===== src/irn_pkg.sv =====
`timescale 1ns / 1ps

package irn_pkg;

  // Intensity format: signed fixed point, 20 bits, FracBits fraction bits
  localparam int InWidth  = 20;
  localparam int FracBits = 4;
  localparam int PixBits  = 8;
  localparam int PixMax   = 255;

  // Pass-through test limit: 255 in intensity units
  localparam int PassLimit = PixMax << FracBits;

  // Queue between front and back
  localparam int QDepth = 4;
  localparam int QAw    = $clog2(QDepth);

  // Divider: one quotient bit per step
  localparam int DivSteps = PixBits;
  localparam int CntW     = $clog2(DivSteps);
  localparam int ProdW    = InWidth + PixBits;

  // Most negative / most positive intensity
  localparam logic signed [InWidth-1:0] IntMin = {1'b1, {(InWidth-1){1'b0}}};
  localparam logic signed [InWidth-1:0] IntMax = {1'b0, {(InWidth-1){1'b1}}};

  // How the back end finishes an item
  typedef enum logic {
    KIND_DIRECT = 1'b0,
    KIND_DIVIDE = 1'b1
  } kind_t;

  // One queued convert item
  typedef struct packed {
    kind_t                kind;
    logic [PixBits-1:0]   pixel;
    logic                 passed;
    logic [InWidth-1:0]   num;
    logic [InWidth-1:0]   den;
  } entry_t;

endpackage


===== src/irn_front.sv =====
`timescale 1ns / 1ps

module irn_front (
  input  logic                               clk,
  input  logic                               rst_n,
  input  logic                               in_valid,
  output logic                               in_ready,
  input  logic                               in_req_type,
  input  logic                               in_frame_start,
  input  logic signed [irn_pkg::InWidth-1:0] in_intensity,
  input  logic                               q_full,
  output logic                               q_push,
  output irn_pkg::entry_t                    q_entry
);

  logic signed [irn_pkg::InWidth-1:0] max_r;
  logic signed [irn_pkg::InWidth-1:0] min_r;
  logic                               scan_acc;

  logic signed [irn_pkg::InWidth:0]   num_w;
  logic signed [irn_pkg::InWidth:0]   den_w;

  // Scans never wait; converts wait for queue space
  assign in_ready = !in_req_type || !q_full;
  assign scan_acc = in_valid && !in_req_type;
  assign q_push   = in_valid && in_req_type && !q_full;

  // Running min/max
  always_ff @(posedge clk) begin
    if (!rst_n) begin
      max_r <= irn_pkg::IntMin;
      min_r <= irn_pkg::IntMax;
    end else if (scan_acc) begin
      if (in_frame_start) begin
        max_r <= in_intensity;
        min_r <= in_intensity;
      end else begin
        if (in_intensity > max_r) max_r <= in_intensity;
        if (in_intensity < min_r) min_r <= in_intensity;
      end
    end
  end

  assign num_w = {in_intensity[irn_pkg::InWidth-1], in_intensity}
               - {min_r[irn_pkg::InWidth-1], min_r};
  assign den_w = {max_r[irn_pkg::InWidth-1], max_r}
               - {min_r[irn_pkg::InWidth-1], min_r};

  // Classify a convert item against the current range
  always_comb begin
    int fl;
    fl = int'(in_intensity) >>> irn_pkg::FracBits;
    q_entry        = '0;
    q_entry.kind   = irn_pkg::KIND_DIRECT;
    q_entry.num    = num_w[irn_pkg::InWidth-1:0];
    q_entry.den    = den_w[irn_pkg::InWidth-1:0];
    if ((int'(max_r) <= irn_pkg::PassLimit) && !min_r[irn_pkg::InWidth-1]) begin
      // range already within pixel range: floor and clamp
      q_entry.passed = 1'b1;
      if (in_intensity[irn_pkg::InWidth-1]) begin
        q_entry.pixel = '0;
      end else if (fl > irn_pkg::PixMax) begin
        q_entry.pixel = irn_pkg::PixBits'(irn_pkg::PixMax);
      end else begin
        q_entry.pixel = fl[irn_pkg::PixBits-1:0];
      end
    end else if (max_r <= min_r) begin
      // flat frame
      q_entry.pixel = '0;
    end else if (num_w <= 0) begin
      q_entry.pixel = '0;
    end else if (num_w >= den_w) begin
      q_entry.pixel = irn_pkg::PixBits'(irn_pkg::PixMax);
    end else begin
      // 0 < num < den: quotient fits below 255
      q_entry.kind = irn_pkg::KIND_DIVIDE;
    end
  end

endmodule


===== src/irn_queue.sv =====
`timescale 1ns / 1ps

module irn_queue (
  input  logic            clk,
  input  logic            rst_n,
  input  logic            push,
  input  irn_pkg::entry_t push_entry,
  output logic            full,
  input  logic            pop,
  output logic            not_empty,
  output irn_pkg::entry_t head
);

  irn_pkg::entry_t             mem_r [irn_pkg::QDepth];
  logic [irn_pkg::QAw-1:0]     wr_r;
  logic [irn_pkg::QAw-1:0]     rd_r;
  logic [irn_pkg::QAw:0]       cnt_r;

  assign full      = (cnt_r == (irn_pkg::QAw+1)'(irn_pkg::QDepth));
  assign not_empty = (cnt_r != '0);
  assign head      = mem_r[rd_r];

  // Storage
  always_ff @(posedge clk) begin
    if (push) mem_r[wr_r] <= push_entry;
  end

  // Pointers and fill count
  always_ff @(posedge clk) begin
    if (!rst_n) begin
      wr_r  <= '0;
      rd_r  <= '0;
      cnt_r <= '0;
    end else begin
      if (push) wr_r <= wr_r + 1'b1;
      if (pop)  rd_r <= rd_r + 1'b1;
      case ({push, pop})
        2'b10:   cnt_r <= cnt_r + 1'b1;
        2'b01:   cnt_r <= cnt_r - 1'b1;
        default: cnt_r <= cnt_r;
      endcase
    end
  end

endmodule


===== src/irn_back.sv =====
`timescale 1ns / 1ps

module irn_back (
  input  logic                        clk,
  input  logic                        rst_n,
  input  logic                        q_not_empty,
  input  irn_pkg::entry_t             q_head,
  output logic                        q_pop,
  output logic                        out_valid,
  input  logic                        out_ready,
  output logic [irn_pkg::PixBits-1:0] out_pixel_out,
  output logic                        out_passed_through
);

  typedef enum logic [1:0] {
    S_IDLE,
    S_DIV,
    S_HOLD
  } state_t;

  state_t                          state_r;
  logic                            out_valid_r;
  logic [irn_pkg::PixBits-1:0]     pixel_r;
  logic                            passed_r;
  logic [irn_pkg::InWidth-1:0]     rem_r;
  logic [irn_pkg::PixBits-1:0]     dvd_r;
  logic [irn_pkg::InWidth-1:0]     den_r;
  logic [irn_pkg::PixBits-1:0]     quo_r;
  logic [irn_pkg::CntW-1:0]        cnt_r;

  logic                            out_free;
  logic                            load_out;
  logic [irn_pkg::ProdW-1:0]       prod;
  logic [irn_pkg::InWidth:0]       trial;
  logic [irn_pkg::InWidth:0]       diff;
  logic                            ge;

  assign out_free = !out_valid_r || out_ready;
  assign q_pop    = (state_r == S_IDLE) && q_not_empty && out_free;

  // A new item enters the output register: direct pop or finished division
  assign load_out = (q_pop && (q_head.kind == irn_pkg::KIND_DIRECT))
                  || ((state_r == S_HOLD) && out_free);

  // num * 255 as a shift and subtract
  assign prod = ({q_head.num, {irn_pkg::PixBits{1'b0}}})
              - irn_pkg::ProdW'(q_head.num);

  // One restoring division step; remainder stays below den
  assign trial = {rem_r, dvd_r[irn_pkg::PixBits-1]};
  assign ge    = (trial >= {1'b0, den_r});
  assign diff  = trial - {1'b0, den_r};

  always_ff @(posedge clk) begin
    if (!rst_n) begin
      state_r     <= S_IDLE;
      out_valid_r <= 1'b0;
    end else begin
      if (load_out) out_valid_r <= 1'b1;
      else if (out_valid_r && out_ready) out_valid_r <= 1'b0;
      case (state_r)
        S_IDLE: begin
          if (q_pop) begin
            if (q_head.kind == irn_pkg::KIND_DIRECT) begin
              pixel_r     <= q_head.pixel;
              passed_r    <= q_head.passed;
            end else begin
              // remainder starts with the high part, which is below den
              rem_r   <= prod[irn_pkg::ProdW-1:irn_pkg::PixBits];
              dvd_r   <= prod[irn_pkg::PixBits-1:0];
              den_r   <= q_head.den;
              cnt_r   <= '0;
              state_r <= S_DIV;
            end
          end
        end
        S_DIV: begin
          rem_r <= ge ? diff[irn_pkg::InWidth-1:0] : trial[irn_pkg::InWidth-1:0];
          dvd_r <= {dvd_r[irn_pkg::PixBits-2:0], 1'b0};
          quo_r <= {quo_r[irn_pkg::PixBits-2:0], ge};
          cnt_r <= cnt_r + 1'b1;
          if (cnt_r == irn_pkg::CntW'(irn_pkg::DivSteps - 1)) state_r <= S_HOLD;
        end
        S_HOLD: begin
          if (out_free) begin
            pixel_r     <= quo_r;
            passed_r    <= 1'b0;
            state_r     <= S_IDLE;
          end
        end
        default: state_r <= S_IDLE;
      endcase
    end
  end

  assign out_valid          = out_valid_r;
  assign out_pixel_out      = pixel_r;
  assign out_passed_through = passed_r;

endmodule


===== src/intensity_range_normalizer_8bit.sv =====
`timescale 1ns / 1ps

// Min/max normalization of a frame to 8-bit pixels. Stream the frame once as
// scan items (req_type 0, frame_start on the first) to track min and max; scan
// items give no result and are taken every cycle. Then stream it again as
// convert items (req_type 1), each giving one pixel. A convert item is
// classified on entry against the current range and placed in a 4-entry
// queue; pass-through, flat-range and clamped items go straight to the output
// register, while an item needing 255*(x-min)/(max-min) is loaded into the
// bit-serial divider, runs 8 quotient steps and holds until the output is free.
// Direct items go out at 1 item per cycle while the divider is idle and the
// consumer is ready; the divider takes no new item until its quotient is out.
// Scans and converts are still taken meanwhile; the result sits in an output
// register, so a stalled consumer does not block the front till the queue fills.
module intensity_range_normalizer_8bit (
  input  logic                               clk,
  input  logic                               rst_n,
  input  logic                               in_valid,
  output logic                               in_ready,
  input  logic                               in_req_type,
  input  logic                               in_frame_start,
  input  logic signed [irn_pkg::InWidth-1:0] in_intensity,
  output logic                               out_valid,
  input  logic                               out_ready,
  output logic [irn_pkg::PixBits-1:0]        out_pixel_out,
  output logic                               out_passed_through
);

  logic            q_full;
  logic            q_push;
  logic            q_pop;
  logic            q_not_empty;
  irn_pkg::entry_t q_entry;
  irn_pkg::entry_t q_head;

  // Front: min/max tracking and classification
  irn_front u_front (
    .clk            (clk),
    .rst_n          (rst_n),
    .in_valid       (in_valid),
    .in_ready       (in_ready),
    .in_req_type    (in_req_type),
    .in_frame_start (in_frame_start),
    .in_intensity   (in_intensity),
    .q_full         (q_full),
    .q_push         (q_push),
    .q_entry        (q_entry)
  );

  // Queue of classified convert items
  irn_queue u_queue (
    .clk        (clk),
    .rst_n      (rst_n),
    .push       (q_push),
    .push_entry (q_entry),
    .full       (q_full),
    .pop        (q_pop),
    .not_empty  (q_not_empty),
    .head       (q_head)
  );

  // Back: divider and output register
  irn_back u_back (
    .clk                (clk),
    .rst_n              (rst_n),
    .q_not_empty        (q_not_empty),
    .q_head             (q_head),
    .q_pop              (q_pop),
    .out_valid          (out_valid),
    .out_ready          (out_ready),
    .out_pixel_out      (out_pixel_out),
    .out_passed_through (out_passed_through)
  );

endmodule

===== config.mk =====
export PLATFORM = sky130hd
export DESIGN_NAME = intensity_range_normalizer_8bit
export DESIGN_NICKNAME = d
export VERILOG_FILES = /design/src/irn_pkg.sv /design/src/irn_front.sv /design/src/irn_queue.sv /design/src/irn_back.sv /design/src/intensity_range_normalizer_8bit.sv
export SDC_FILE = /design/constraint.sdc
export NUM_CORES = 1
export LEC_CHECK = 0
export BUFFER_PORTS_ARGS = -buffer_cell sky130_fd_sc_hd__buf_2
export CORE_UTILIZATION = 25
export DETAILED_ROUTE_END_ITERATION = 16
export GPL_TIMING_DRIVEN = 0
export PLACE_DENSITY = 0.5
export SETUP_SLACK_MARGIN = 0.3
export SLEW_MARGIN = 20
export SYNTH_ARGS = -nofsm -noshare
export SYNTH_HDL_FRONTEND = slang
export SYNTH_SLANG_ARGS = --single-unit

===== constraint.sdc =====
create_clock -name clk -period 5.6 [get_ports clk]
set_input_delay 0.56 -clock clk [delete_from_list [all_inputs] [get_ports clk]]
set_output_delay 0.56 -clock clk [all_outputs]
set_load 0.02 [all_outputs]

==> metrics.yaml <==
drt_wl_total_um: 42700
start_util_pct: 25.3
async_flop_share_pct: 0
clock_sinks: 320
synth_edf_count: 268
post-route-period-util_pct: 89.7
overflow: 0
outcome: "complete, no violations"
syn_avg_cell_area_um2: 11.9
r2r_cells: 23
drv_slew: 0
drt-initial-drc-count: 768
track_usage_pct: 12.0
powerDensity_nw_per_um2: 429
areaGrowthSynthToFinish_pct: 15.4
ys.flop_type: "edfxtp_1"
hold-worst-slack_ns: 0.320
final-hold-violation-count: 0
fp-row-count: 96
pin_count: 37
worst_slew_pin_slew_ns: 0.933
dp_hpwl_um: 31900
post_route_cells_drive_above_1_share_pct: 12.2
crit_type: "reg2reg"
synth_warnings: 0
ys_types: 74
holdCritPathClass: "in2reg"
drtPass1Iterations: 7
synth_seq_area_share_pct: 52.3
hold_depth: 3
leakage_nw: 7.63
cts_buffers: 35
final_cells: 2492
antenna_found_initial: 0
critPathRequiredTime_ns: 5.81
synth_seq_cells: 320
die_y_um: 266
dieArea_um2: 70600
hold_buffers: 0
viasPerCell: 4.57
max-cap-violations: 0
cts_tree: "done"
critPathMaxFanout: 8
core-area_um2: 68700
place_congestion: 0.832
fin_util_pct: 29.2
ant_nets: 0
syn_inst: 1455
fillers: 7118
period_needed_ns: 5.02
grt_setup_unrepaired: "false"
final_nets: 1689
syn_area_um2: 17400
placed_cells: 2429
routedWlPerCell_um: 17.1
grt_pass1_wl_um: 65800
syn-num-nets: 1608
cts_root_buffer: "clkbuf_16"
cp-start-kind: "flip-flop"
drc: 0
die_x_um: 266
first_global_vias: 11618
worst_ep_arrival_time_ns: 5.24
fin_area_um2: 20100
place_area_um2: 18900
clk_pin_slew_ns: 0.06
relSlewSlack_pct: 37.3
clk_latency_ns: 0.53
ir_drop_v: 0.000189
cts.htree.levels: 2
setup_violations: 0
endpoint_kind: "flip-flop"
fmax_mhz: 199
grt_max_degree: 44
clock_path_buffers: 3
via_count: 11396
fin_worst_skew_ns: 0.0215
port_buffers: 35
[cell usage in the layout (no fill, tap or decap), drive strengths merged, types with 12 or more instances in the layout]
cell and count:
edfxtp 268, nand2 130, ha 123, inv 120, nor2 81, a21oi 81
clkbuf 74, buf 58, o21ai 54, dfxtp 52, mux2i 48, mux4 47
xnor2 43, a21o 41, xor2 30, nand3 25, nor3 23, nand2b 22
and2 22, nand4 20, nor2b 19, o21a 19, a211oi 14, nor4 14
o21bai 12
[path summary, 6_finish.rpt]
kind / end / from / slack (ns)
max: u_queue.mem_r[3][41] / u_front.max_r[0] / 0.58
min: u_front.max_r[0] / in_intensity[0] / 0.32
max reg2reg: u_queue.mem_r[3][41] / u_front.max_r[0] / 0.58
min reg2reg: u_back.quo_r[6] / u_back.quo_r[5] / 0.45
[worst max-delay path, stage by stage, from the launching register on]
cell      delay (ns)
dfxtp_1         0.34
inv_1           0.07
ha_1            0.16
inv_1           0.06
fa_1            0.40
a21o_1          0.19
a21oi_2         0.22
o21a_1          0.18
o31ai_1         0.12
o41ai_2         0.34
o21bai_1        0.13
a21oi_1         0.26
xnor2_2         0.23
inv_1           0.08
ha_1            0.31
a21o_1          0.19
a21o_1          0.18
a21o_1          0.17
a21o_1          0.17
a21o_1          0.17
a21oi_1         0.14
o32ai_1         0.17
nand3_2         0.26
nand3_2         0.18
[where the power goes]
part | internal (W) | switching, W
Combinational | 0.00130 | 0.00196
Clock | 0.00132 | 0.000915
Sequential | 0.00302 | 0.000105
Total | 0.00564 | 0.00298
[area by class of cell]
type	instances	area [um^2]	share of cell area, %
flip-flops and latches	320	9090	45.3
inverters	119	447	2.23
well taps	931	1160	5.81
clock buffers	46	938	4.68
multi-input cells	974	7750	38.6
plain buffers	42	189	0.942
diodes	1	2.50	0.0125
repair buffers	44	320	1.60
clock inverters	15	160	0.798
[kinds of logic after synthesis]
kind of cell	count (synthesis)	share of synthesized area, %
XOR/XNOR	73	3.68
buffers and inverters	161	3.65
flip-flops	320	52.3
multiplexers	101	9.26
AND/OR/NAND/NOR	385	10.7
AO/OA/AOI/OAI	288	11.2
adder cells (fa/ha/maj)	127	9.31
[Yosys cell counts, types with 6 or more instances]
library cell	count	area [um^2]
a211oi_1	14	105
a21o_1	41	308
a21oi_1	80	400
a31oi_1	9	56.3
and2_1	22	138
buf_2	6	30.0
clkbuf_1	28	105
dfxtp_1	52	1040
edfxtp_1	268	8050
ha_1	123	1540
inv_1	117	439
mux2i_1	48	480
mux4_2	47	1060
nand2_1	130	488
nand2b_1	22	138
nand3_1	25	125
nand4_1	20	125
nor2_1	80	300
nor2b_1	19	119
nor3_1	23	115
nor4_1	13	81.3
o211ai_1	10	75.1
o21a_1	19	143
o21ai_0	48	240
o21bai_1	12	90.1
or2_2	6	37.5
or3_1	6	37.5
xnor2_1	43	377
xor2_1	30	263
[per-stage QoR]
step	TNS, ns	setup WS (ns)	total power [W]
2_1_floorplan	0	1.04	0.00555
3_3_place_gp	-14.22	-0.464	0.00638
3_5_place_dp	-0.0538	-0.0135	0.00643
4_1_cts	0	0.316	0.00870
5_1_grt	0	0.284	0.00917
6_report	0	0.577	0.00861
[sequential cells by signal, indices dropped and copies added (netlist names), named ones only]
| register | cells |
|---|---|
| u_queue.mem_r | 200 |
| u_back.den_r | 20 |
| u_back.rem_r | 20 |
| u_front.max_r | 20 |
| u_front.min_r | 20 |
| u_back.dvd_r | 8 |
| u_back.out_pixel_out | 8 |
| u_back.quo_r | 8 |
| u_back.cnt_r | 3 |
| u_queue.cnt_r | 3 |
| u_back.state_r | 2 |
| u_queue.rd_r | 2 |
| u_queue.wr_r | 2 |
| u_back.out_passed_through | 1 |
| u_back.out_valid | 1 |
[timing repair]
item,CTS,global route
pin swaps,1,2
setup endpoints to repair,42,36
gates resized for setup,3,10
buffers inserted,1,0
gates cloned,0,0
[metal layers]
layer,wire [um],global-route usage [%]
met5,0,0
met1,19500,15.5
met2,20400,20.8
met4,1260,4.05
met3,1460,1.56
(Power assumes the default switching activity.)
